### config.mk
export PLATFORM = sky130hd
export DESIGN_NAME = vt4_adder
export DESIGN_NICKNAME = d
export VERILOG_FILES = /design/src/hw/rtl/vt4_pkg.sv /design/src/hw/rtl/vt4_adder.sv
export SDC_FILE = /design/constraint.sdc
export NUM_CORES = 2
export LEC_CHECK = 0
export BUFFER_PORTS_ARGS = -buffer_cell sky130_fd_sc_hd__buf_2
export CORE_AREA = 8 8 500 502
export CTS_CLUSTER_SIZE = 8
export DETAILED_ROUTE_END_ITERATION = 8
export DIE_AREA = 0 0 508 510
export GPL_TIMING_DRIVEN = 0
export PLACE_DENSITY_LB_ADDON = 0.1
export REMOVE_ABC_BUFFERS = 1
export SLEW_MARGIN = 20
export SYNTH_ARGS = -nofsm -noshare
export SYNTH_HDL_FRONTEND = slang
export SYNTH_SLANG_ARGS = --single-unit
export TNS_END_PERCENT = 50
### constraint.sdc
create_clock -name i_clk -period 17.9 [get_ports i_clk]
set_clock_uncertainty 0.05 [all_clocks]
set_input_delay 1.79 -clock i_clk [delete_from_list [all_inputs] [get_ports i_clk]]
set_output_delay 1.79 -clock i_clk [all_outputs]
set_load 0.05 [all_outputs]
### src/hw/rtl/vt4_pkg.sv
// ----------------------------------------------------------------------------
// vt4_pkg
// Shared widths, types and constants for the 4x4 vertex transform.
// ----------------------------------------------------------------------------
package vt4_pkg;

    localparam int DATA_WIDTH = 32;   // saturation bound of the results
    localparam int FRAC_BITS  = 16;   // fraction bits of the fixed-point format

    localparam int ELEM_W = 32;             // operand and result field width
    localparam int PROD_W = 2 * ELEM_W;     // one exact product
    localparam int PAIR_W = PROD_W + 1;     // sum of two products
    localparam int SUM_W  = PROD_W + 2;     // sum of four products
    localparam int DIM    = 4;

    localparam logic KIND_LOAD  = 1'b0;
    localparam logic KIND_XFORM = 1'b1;

    localparam logic signed [ELEM_W-1:0] ONE_FX = ELEM_W'(64'sd1 <<< FRAC_BITS);

    localparam logic signed [SUM_W-1:0] SAT_MAX = SUM_W'((66'sd1 <<< (DATA_WIDTH - 1)) - 66'sd1);
    localparam logic signed [SUM_W-1:0] SAT_MIN = -SAT_MAX - SUM_W'(66'sd1);

    typedef logic signed [ELEM_W-1:0] t_elem;
    typedef logic signed [PROD_W-1:0] t_prod;
    typedef logic signed [PAIR_W-1:0] t_pair;
    typedef logic signed [SUM_W-1:0]  t_sum;

    typedef t_elem t_vec      [DIM];
    typedef t_prod t_prod_mat [DIM][DIM];   // [row][col]
    typedef t_sum  t_sum_vec  [DIM];

endpackage

### src/hw/rtl/vt4_adder.sv
// ----------------------------------------------------------------------------
// vt4_adder
// Two-stage adder tree: product pairs, then the full row sums.
// ----------------------------------------------------------------------------
module vt4_adder
    import vt4_pkg::*;
(
    input  logic      i_clk,
    input  logic      i_rst_n,
    input  logic      i_valid,
    output logic      o_ready,
    input  t_prod_mat i_prod,
    output logic      o_valid,
    input  logic      i_ready,
    output t_sum_vec  o_sum
);

    t_pair    r_pair [DIM][2];
    t_sum_vec r_sum;
    logic     r_va;
    logic     r_vb;
    logic     rdy_b;

    assign rdy_b   = !r_vb || i_ready;
    assign o_ready = !r_va || rdy_b;

    always_ff @(posedge i_clk) begin
        if (!i_rst_n) begin
            r_va <= 1'b0;
            r_vb <= 1'b0;
        end else begin
            if (o_ready) r_va <= i_valid;
            if (rdy_b)   r_vb <= r_va;
        end
    end

    always_ff @(posedge i_clk) begin
        if (o_ready && i_valid) begin
            for (int r = 0; r < DIM; r++) begin
                r_pair[r][0] <= PAIR_W'(i_prod[r][0]) + PAIR_W'(i_prod[r][1]);
                r_pair[r][1] <= PAIR_W'(i_prod[r][2]) + PAIR_W'(i_prod[r][3]);
            end
        end
    end

    always_ff @(posedge i_clk) begin
        if (rdy_b && r_va) begin
            for (int r = 0; r < DIM; r++) begin
                r_sum[r] <= SUM_W'(r_pair[r][0]) + SUM_W'(r_pair[r][1]);
            end
        end
    end

    assign o_valid = r_vb;
    assign o_sum   = r_sum;

endmodule

Word-level counts from Yosys, hierarchy flattened. Memory sizes are Yosys's and may differ from the RTL's. Cells that the tools add are included.

Input bits: 1028. Bits in read-only memories: 0. Bits in latches: 0. Memory bits (writable): 520. Flip-flop bits (word level): 266. Memories: 1. Word-level logic and storage cells: 27.

Muxes and demuxes: 2. Magnitude comparators: 0. Bitwise logic cells: 0. Multipliers: 0. Shift-type cells: 0. Div/mod/pow operators: 0. Add/sub/neg operators: 12. Equal/unequal tests: 0. Reduce and logical (&&, ||, !) cells: 6.

Memories: r_pair (depth 4, width 130, read ports 4, clocked after Yosys merged registers in 0, wr ports 4, line vt4_adder.sv:18) `t_pair r_pair [DIM][2];`.

Operators by type and width (count): $add A64 B64 Y65 (8); $add A65 B65 Y66 (4); $logic_and A1 B1 Y1 (2); $logic_not A1 Y1 (2); $logic_or A1 B1 Y1 (2); $mux W1 (2).

Depth between registers and ports, before layout.
Depth after elaboration: 6. Mapped depth: 14.

Least setup slack after synthesis. Ideal clock, no wire load.

Kind: input to register. Start point: input i_ready. End point: memory r_pair[0][0] in the netlist's numbering, enable pin. Data required time: 16.900 ns. Data arrival time: 14.000 ns. Path buffers: 0. Slack: 2.900 ns. Cell stages on the path: 3. Path through: nor2b_1 nand2_1 and2_1.

RTL lines: start: declaration (line vt4_adder.sv:14) `input logic i_ready,`; end: declaration (line vt4_adder.sv:18).

==> results.ini <==
[synthesis]
synthesis.area_um2=67680
ys_seq_area_share_pct=34.85
postSynthAreaPerCell_um2=9.273
yosysWarnings=0
async_reset_ff_share_pct=0
yosysMostFrequentCell=a21oi_1
synth_edf_count=784
yosys-top-cells-area=edfxtp_1 (35%), ha_1 (14%), a21oi_1 (6.5%)
synth_top_area_share_pct=34.79
yosys_most_used_dff=edfxtp_1
synth.largest_area_cell=edfxtp_1
netlist_top_cells_count=a21oi_1 (884), edfxtp_1 (784), ha_1 (772)
syn_inst=7298
yosys_register_bits=786
ys_types=96

[clock_tree]
cts_buffers=113
cts.sinks=786
clock_latency_ns=0.75
cts_setup_buffers=0
cts_tree=yes
root_buffer=clkbuf_16
htreeDepth=3
cts-hold-fix-buffers=0
cts_resized=0
clock_path_buffers=3
clk_pin_slew_ns=0.05

[timing]
period_needed_ns=5.905
hold_viol_final=0
max_freq_mhz=169.3
setup-tns-final_ns=0
setup_slack_ns=11.99
relSlewSlack_pct=29.48
setup_viol=0
finalCritPeriodShare_pct=32.99
worstMarginPinSlew_ns=1.031
hold_slack_ns=0.4792
rsz0062_at_grt=no
slew_violations=0

[worst_hold_path]
min_path_cells=1
min_path_type=reg2reg
min_to=o_valid$_SDFFE_PN0P_
hold_path_startpoint=r_va$_SDFFE_PN0N_

[placed_design]
portBuffers=1293
place_ws_ns=11.50
globalplace.congestion=1.023
place_inst=11510
hpwlAfterDp_um=276300

[worst_setup_path]
criticalPathCategory=in2reg
rr_worst_depth=14
cp_data_arrival_time_ns=6.30
timing.rr.end=o_sum[190]$_DFFE_PP_
timing.rr.start=r_pair[1][0]$_DFFE_PP_
critPathLaunchType=primary input
crit_fanout=4
cp.required_ns=18.29
cp-end-kind=flip-flop
r2r_setup_slack_ns=13.17

[die]
pin_count=1294
start_util_pct=27.98
die_w_um=508
die_area_um2=259100
rows=181
core_area_um2=241900
fp.dieH_um=510

[drt]
num_vias=62620
vias_per_cell=5.358
firstDrtPassIters=5
totalWireLength_um=319800
ant_nets=0
drc=0
wl_per_cell_um=27.36
drt_iter0_markers=4484

[layout]
area_growth_pct=19.27
finalNetCount=10230
post-route-util_pct=33.37
nFillCells=25310
drive_gt1_share_pct=17.96
final_cells=11690

[global_routing]
grt_max_degree=57
grt_pass1_vias=62760
grt_pass1_wl_um=447000
gr-usage-all-layers_pct=23.35
overflow=0
grt_antenna_before_repair=89

[power]
leakagePower_nw=35.02
peakVddDrop_mv=0.09635
powerDensity_nw_per_um2=104.4

[flow_run]
drv_cap=0

[status]
status=finished, final reports clean

worst max path at each step:
stage	end	from	depth (start not counted)	slack [ns]
floorplan	r_pair[0][0]$_DFFE_PP_	i_ready	3	2.90
global placement	o_sum[62]$_DFFE_PP_	i_ready	3	-5.22
detailed placement	r_pair[1][61]$_DFFE_PP_	i_prod[513]	13	11.50
CTS	r_pair[1][61]$_DFFE_PP_	i_prod[513]	13	12.24
global route	r_pair[1][61]$_DFFE_PP_	i_prod[513]	13	11.97
finish	r_pair[1][61]$_DFFE_PP_	i_prod[513]	13	11.99
through the flow:
stage	area, um^2	power (W)
after floorplan	66500	0.005182
after global placement	76980	0.006531
after detailed placement	77580	0.006462
after CTS	80640	0.008514
after global routing	80670	0.008890
final	80720	0.008429
cells by family after synthesis:
group	after synthesis	share of synthesized area, %
compound gates	2681	25.26
xor+xnor	720	9.318
simple gates	1795	12.89
buf+inv	522	2.906
fa+ha+maj	784	14.63
flops	786	34.85
mux	10	0.1553
state kept, by name, summed over array words and instances (netlist names):
signal   count
r_va         1
r_pair     520
o_valid      1
o_sum      264
cells in the final DEF (no fill, tap or decap), drive strengths merged, types with 13 or more instances in the layout:
cell	netlist	final
a2111oi	21	21
a211o	13	13
a211oi	55	55
a21boi	34	34
a21o	553	553
a21oi	885	885
a221o	18	18
a221oi	26	26
a31oi	109	109
a41oi	24	24
and2	32	32
and3	50	50
and4	13	13
buf	8	1318
clkbuf	303	125
clkinv	0	18
diode	0	32
edfxtp	784	784
ha	772	772
inv	211	215
nand2	535	535
nand2b	77	77
nand3	152	152
nand4	205	205
nor2	396	396
nor2b	100	100
nor3	106	106
nor3b	13	13
nor4	25	25
o211ai	36	36
o21a	92	92
o21ai	473	473
o21bai	149	149
o22ai	19	19
o31ai	56	56
or2	22	22
or3	25	25
or4	15	15
xnor2	442	442
xor2	278	278
final cells by class:
type                            count  area (um^2)  area share, %
Multi-Input combinational cell   5990        42140          52.21
Sequential cell                   786        23580          29.22
Timing Repair Buffer             1318         7054          8.740
Tap cell                         3202         4006          4.963
Clock buffer                      125         2873          3.559
Inverter                          211        792.0         0.9812
Clock inverter                     22        183.9         0.2279
Antenna cell                       32        80.08        0.09921
layer usage:
metal / part of all wire (%) / up-vias / track usage, %
met5: 0.070 / - / 0
met4: 4.1 / 34 / 8.556
met3: 5.9 / 433 / 4.143
met2: 48 / 2247 / 40.93
met1: 42 / 30130 / 28.68
li1: - / 29780 / -
report_power, final:
group          switching (W)  internal (W)  leakage (nW)
logic                0.00249       0.00130          26.0
registers           0.000158       0.00250          7.57
clock network       0.000860       0.00112          1.49
worst max-delay path: stages:
cell,delay [ns]
buf_2,0.12
ha_1,0.29
a21o_1,0.16
a21oi_1,0.31
o21bai_1,0.22
a31o_2,0.27
o21ai_0,0.62
a21oi_1,0.33
a31oi_1,0.60
nor3_1,0.15
nor3_1,0.82
o21ai_1,0.17
xor2_1,0.46
(Power assumes the default switching activity.)
