**src/hw/rtl/vt4_pkg.sv**
```systemverilog
// ----------------------------------------------------------------------------
// vt4_pkg
// Shared widths, types and constants for the 4x4 vertex transform.
// ----------------------------------------------------------------------------
package vt4_pkg;

    localparam int DATA_WIDTH = 32;   // saturation bound of the results
    localparam int FRAC_BITS  = 16;   // fraction bits of the fixed-point format

    localparam int ELEM_W = 32;             // operand and result field width
    localparam int PROD_W = 2 * ELEM_W;     // one exact product
    localparam int PAIR_W = PROD_W + 1;     // sum of two products
    localparam int SUM_W  = PROD_W + 2;     // sum of four products
    localparam int DIM    = 4;

    localparam logic KIND_LOAD  = 1'b0;
    localparam logic KIND_XFORM = 1'b1;

    localparam logic signed [ELEM_W-1:0] ONE_FX = ELEM_W'(64'sd1 <<< FRAC_BITS);

    localparam logic signed [SUM_W-1:0] SAT_MAX = SUM_W'((66'sd1 <<< (DATA_WIDTH - 1)) - 66'sd1);
    localparam logic signed [SUM_W-1:0] SAT_MIN = -SAT_MAX - SUM_W'(66'sd1);

    typedef logic signed [ELEM_W-1:0] t_elem;
    typedef logic signed [PROD_W-1:0] t_prod;
    typedef logic signed [PAIR_W-1:0] t_pair;
    typedef logic signed [SUM_W-1:0]  t_sum;

    typedef t_elem t_vec      [DIM];
    typedef t_prod t_prod_mat [DIM][DIM];   // [row][col]
    typedef t_sum  t_sum_vec  [DIM];

endpackage

```
**src/hw/rtl/vt4_sat.sv**
```systemverilog
// ----------------------------------------------------------------------------
// vt4_sat
// Output stage: drop fraction bits, saturate, register the result.
// ----------------------------------------------------------------------------
module vt4_sat
    import vt4_pkg::*;
(
    input  logic     i_clk,
    input  logic     i_rst_n,
    input  logic     i_valid,
    output logic     o_ready,
    input  t_sum_vec i_sum,
    output logic     o_valid,
    input  logic     i_ready,
    output t_vec     o_res,
    output logic     o_saturated
);

    t_vec  r_res;
    logic  r_sat;
    logic  r_valid;
    t_vec  n_res;
    logic  n_sat;
    t_sum  q;
    logic  hi;
    logic  lo;

    assign o_ready = !r_valid || i_ready;

    always_comb begin
        n_sat = 1'b0;
        q     = '0;
        hi    = 1'b0;
        lo    = 1'b0;
        for (int r = 0; r < DIM; r++) begin
            q  = i_sum[r] >>> FRAC_BITS;
            hi = q > SAT_MAX;
            lo = q < SAT_MIN;
            if (hi) begin
                n_res[r] = SAT_MAX[ELEM_W-1:0];
            end else if (lo) begin
                n_res[r] = SAT_MIN[ELEM_W-1:0];
            end else begin
                n_res[r] = q[ELEM_W-1:0];
            end
            n_sat = n_sat | hi | lo;
        end
    end

    always_ff @(posedge i_clk) begin
        if (!i_rst_n) begin
            r_valid <= 1'b0;
        end else if (o_ready) begin
            r_valid <= i_valid;
        end
    end

    always_ff @(posedge i_clk) begin
        if (o_ready && i_valid) begin
            r_res <= n_res;
            r_sat <= n_sat;
        end
    end

    assign o_valid     = r_valid;
    assign o_res       = r_res;
    assign o_saturated = r_sat;

endmodule

```
**config.mk**
```make
export PLATFORM = sky130hd
export DESIGN_NAME = vt4_sat
export DESIGN_NICKNAME = d
export VERILOG_FILES = /design/src/hw/rtl/vt4_pkg.sv /design/src/hw/rtl/vt4_sat.sv
export SDC_FILE = /design/constraint.sdc
export NUM_CORES = 1
export LEC_CHECK = 0
export BUFFER_PORTS_ARGS = -buffer_cell sky130_fd_sc_hd__buf_4
export CAP_MARGIN = 40
export CORE_AREA = 2 2 156 158
export CTS_CLUSTER_DIAMETER = 40
export DETAILED_ROUTE_END_ITERATION = 16
export DIE_AREA = 0 0 158 160
export MAX_ROUTING_LAYER = met4
export PLACE_DENSITY = 0.54
export SLEW_MARGIN = 20
export SYNTH_ARGS = -nofsm -noshare
export SYNTH_HDL_FRONTEND = slang
export SYNTH_SLANG_ARGS = --single-unit
```
**constraint.sdc**
```tcl
create_clock -name i_clk -period 12.8 [get_ports i_clk]
set_clock_uncertainty 0.05 [all_clocks]
set_input_delay 1.28 -clock i_clk [delete_from_list [all_inputs] [get_ports i_clk]]
set_output_delay 1.28 -clock i_clk [all_outputs]
set_load 0.01 [all_outputs]
```
Yosys cells after proc, flatten, opt, wreduce, memory -nomap -nowiden
Cells that the tools add are included.
{ "word_totals": {"register_bits": 130, "in_bits": 268, "word_cells": 28} }
{ "classes": {"magnitude_cmp": 8, "n_mux": 4, "bitwise_logic": 7, "n_reduce_logical": 3} }
{ "op_table": {"columns": ["operator", "n"], "rows": [
  ["$gt 50x32->1 const B", 4],
  ["$lt 50x32->1 const B", 4],
  ["$mux 32", 4],
  ["$or 1x1->1", 7],
  ["$logic_and 1x1->1", 1],
  ["$logic_not 1->1", 1],
  ["$logic_or 1x1->1", 1]
]} }

Logic depth before layout (Yosys ltp)
{ "logic_depth": {"depth_word": 8, "ltp_mapped": 6} }

Worst setup path after synthesis
No wires, ideal clock.
{ "synth_timing": {"path_kind": "input -> register", "start": "in i_ready", "end": "reg r_res, in the netlist o_res[0] (enable)", "t_arrival_ns": 4.457, "required_time_ns": 12.246, "setup_slack_ns": 7.790, "stages": 2, "path_buffers": 0, "cell_sequence": "nand2b_1 -> and2_1"} }
{ "synth_between": {"elab_chain_cells": 2} }
{ "synth_lines": {"columns": ["item", "line", "source"], "rows": [
  ["start, declared", "vt4_sat.sv:14", "input logic i_ready,"],
  ["$logic_or 1x1->1", "vt4_sat.sv:28", "assign o_ready = !r_valid || i_ready;"],
  ["$logic_and 1x1->1", "vt4_sat.sv:59", "if (o_ready && i_valid) begin"],
  ["end signal, assigned", "vt4_sat.sv:60", "r_res <= n_res;"],
  ["end, declared", "vt4_sat.sv:19", "t_vec r_res;"]
]} }
Every way passes these cells.
A chain may end at the register's enable or synchronous reset.

Worst setup path after layout
{ "layout_timing": {"start": "in i_ready", "end": "out o_ready"} }
{ "layout_between": {"elab_chain_cells": 1} }
{ "layout_lines": {"columns": ["item", "line", "source"], "rows": [
  ["$logic_or 1x1->1", "vt4_sat.sv:28", null],
  ["end, declared", "vt4_sat.sv:11", "output logic o_ready,"]
]} }
Every way passes these cells.

==> out/results.tsv <==
stage	metric	value	unit
run_status	run status	finished clean	
setup_path	R2R Path Start	o_valid$_SDFFE_PN0N_	
yosys	ys flop type	edfxtp_1	
global_routing	first-pass GRT wire length	25810	µm
cells_and_area	Final Non-Filler Cells	1141	
routing	starting DRC count in detailed routing	214	
min_path	Hold Path Depth	2	
cells_and_area	Area Overhead vs Synth	66.84	%
setup_path	worst r2r dst	o_res[13]$_SDFFCE_PP1P_	
power	maximum vdd drop	62.67	µV
setup_path	FF-to-FF setup slack	10.51	ns
yosys	Avg Inst Size Synth	11.46	µm²
place	Port Buffers	334	
min_path	endpoint of the worst hold path	o_valid$_SDFFE_PN0N_	
routing	total wire length	17550	µm
cells_and_area	Nets	1072	
power	Power Dens Cells	133.8	mW/mm²
setup_path	CP Cell Sequence	buf_4, nand2b_1, buf_4	
place	Final GP Congestion	0.7925	
sta	Max-slew headroom	50.24	%
setup_path	crit end category	output pin	
run	Max Cap Viol	0	
global_routing	GR Overflow Total	0	
yosys	Cells after Synth	469	
power	overall power	0.001199	W
yosys	Yosys cell types	16	
die	row cnt	57	
yosys	Post-Syn Area	0.005373	mm²
cells_and_area	layout cells sized above 1	47.12	%
min_path	HP Start	o_valid$_SDFFE_PN0N_	
cts	clk buf depth	2	
yosys	Yosys top cell area share	72.10	%
routing	antenna viol nets, final	0	
cts	clock-pin transition on the worst setup and hold timing paths	0.06	ns
yosys	top post-synthesis cells by area	edfxtp_1, nand2_1, buf_2	
global_routing	total track usage	14.01	%
setup_path	CP max stage delay	0.16	ns
global_routing	pin count of the biggest net entering global routing	55	
cts	post_cts resized	0	
routing	Vias/cell	4.123	
yosys	#FFs+latches synth	130	
cts	Root Driver	clkbuf_16	
sta	Slew Limit Fails	0	
cts	H-tree depth	4	
sta	crit path time final	3.043	ns
sta	unrepaired setup endpoints after global routing	no	
die	die area	0.02528	mm²
place	HPWL after detailed placement	12960	µm
yosys	most frequent cell after synthesis	nand2_1	
routing	Initial DRT Pass Iterations	4	
sta	hold slack	0.5144	ns
die	Die X	158	µm
die	core area	0.02382	mm²
routing	vias after detailed routing	4704	
global_routing	vias in the first global route	4762	
yosys	EDFF count, synth	129	
sta	setup violators final	0	
min_path	min-delay worst type	reg -> reg	
sta	Final Cycle Share	23.77	%
global_routing	initial antenna violation count	0	
sta	Setup TNS	0	ns
yosys	leading area contributor after synthesis	edfxtp_1	
die	Ports	399	
cts	Num CTS Buffers	17	
yosys	register area share after synthesis	72.47	%
cts	Clk Latency, worst-skew pair	0.41	ns
cts	TritonCTS clock tree	built	
setup_path	Slowest cell on crit path	nand2b_1	
cts	CTS sink cnt	130	
yosys	Synthesis Warnings	0	
setup_path	CP most frequent cell	buf_4	
setup_path	critical path required time	11.47	ns
sta	Worst Tran Pin Value	0.7464	ns
routing	post-DR wirelength/cell	15.38	µm
setup_path	critical path fanouts, max	3	
power	Leakage	3.950	nW
cells_and_area	ant diodes	0	
cts	setup bufs post-CTS	0	
routing	DRC Markers	0	
setup_path	reg2reg path depth	4	
die	Initial Utilization	22.55	%
setup_path	critical path type	in -> out	
sta	Final Hold Viols	0	
place	placed cells	1109	
setup_path	critical path launch point type	input pin	
yosys	Post-synth top cells	nand2_1, edfxtp_1, buf_2, nand4_1, nor4_1	
setup_path	Worst Path Arrival	1.71	ns
yosys	syn nets	737	
sta	Fmax	328.6	MHz
cts	cts hold-fix bufs	0	
yosys	Synth async-reset ratio	0	%
die	Die Ht	160	µm
registers in the layout, indices dropped and copies added, names as in the netlist:
register,cells
o_res,128
o_saturated,1
o_valid,1
critical path: cells and delay by family:
kind          cells  cell delay, ns
buf+inv           2            0.27
simple gates      1            0.16
cell type report:
type / instances / area [µm²]
fill: 2422 / 14860
multi-input combinational: 306 / 1395
tap: 324 / 405.4
inverter: 5 / 18.77
sequential: 130 / 3894
clock inverter: 15 / 222.7
clock buffer: 17 / 425.4
timing repair buffer: 344 / 2603
routing by layer:
metal	vias up	global-route usage, %	wire length [µm]	part of all wire, %
li1	2295	-	-	-
met1	2167	15.57	6805	39
met2	228	23.97	8887	51
met3	14	4.043	1594	9.1
met4	0	4.709	262	1.5
met5	-	-	0	0
cell families (layout without fill, tap and decap cells):
logic type | after synthesis | after routing | synth area share, %
simple gates | 297 | 297 | 22.94
flops | 130 | 130 | 72.47
buf+inv | 33 | 381 | 2.865
compound gates | 9 | 9 | 1.723
layout by cell type, fill, tap and decap left out:
master / count
inv_6: 3
clkinv_4: 4
or4_1: 8
inv_8: 3
buf_4: 343
o41ai_4: 4
edfxtp_1: 129
and2_4: 1
dfxtp_1: 1
nand2b_1: 1
inv_1: 5
or2_1: 1
o21ai_4: 1
nand2_1: 252
nand4_1: 18
o21ai_2: 3
nor4_1: 12
clkinvlp_4: 1
buf_16: 1
nand3_1: 4
bufinv_16: 4
a21boi_0: 1
clkbuf_16: 17
metrics by stage:
stage | worst slack [ns] | utilization, % | instance area, µm²
floorplan | 7.790 | - | 5373
global placement | 9.203 | 34.79 | 8288
detailed placement | 9.286 | 34.91 | 8315
CTS | 9.733 | 37.63 | 8964
global route | 9.674 | 37.63 | 8964
finish | 9.757 | 37.63 | 8964
power by group:
| part | switching [W] | internal [W] | total (W) | leakage, nW |
|---|---|---|---|---|
| combinational | 0.0000744 | 0.0000816 | 0.000156 | 2.42 |
| clock | 0.000203 | 0.000333 | 0.000537 | 0.314 |
| sequential | 0.00000667 | 0.000500 | 0.000507 | 1.22 |
| total | 0.000284 | 0.000915 | 0.00120 | 3.95 |
worst max-delay path by stage:
stage                    from                      end  slack [ns]  cells after the start
floorplan             i_ready   o_res[0]$_SDFFCE_PP1P_        7.79                      2
global placement      i_ready  o_res[30]$_SDFFCE_PP1P_        9.20                      4
detailed placement  i_sum[64]    o_saturated$_DFFE_PP_        9.29                      6
CTS                 i_sum[64]    o_saturated$_DFFE_PP_        9.73                      6
global route        i_sum[64]    o_saturated$_DFFE_PP_        9.67                      6
finish                i_ready                  o_ready        9.76                      3
Power figures use the tool's default switching activity.
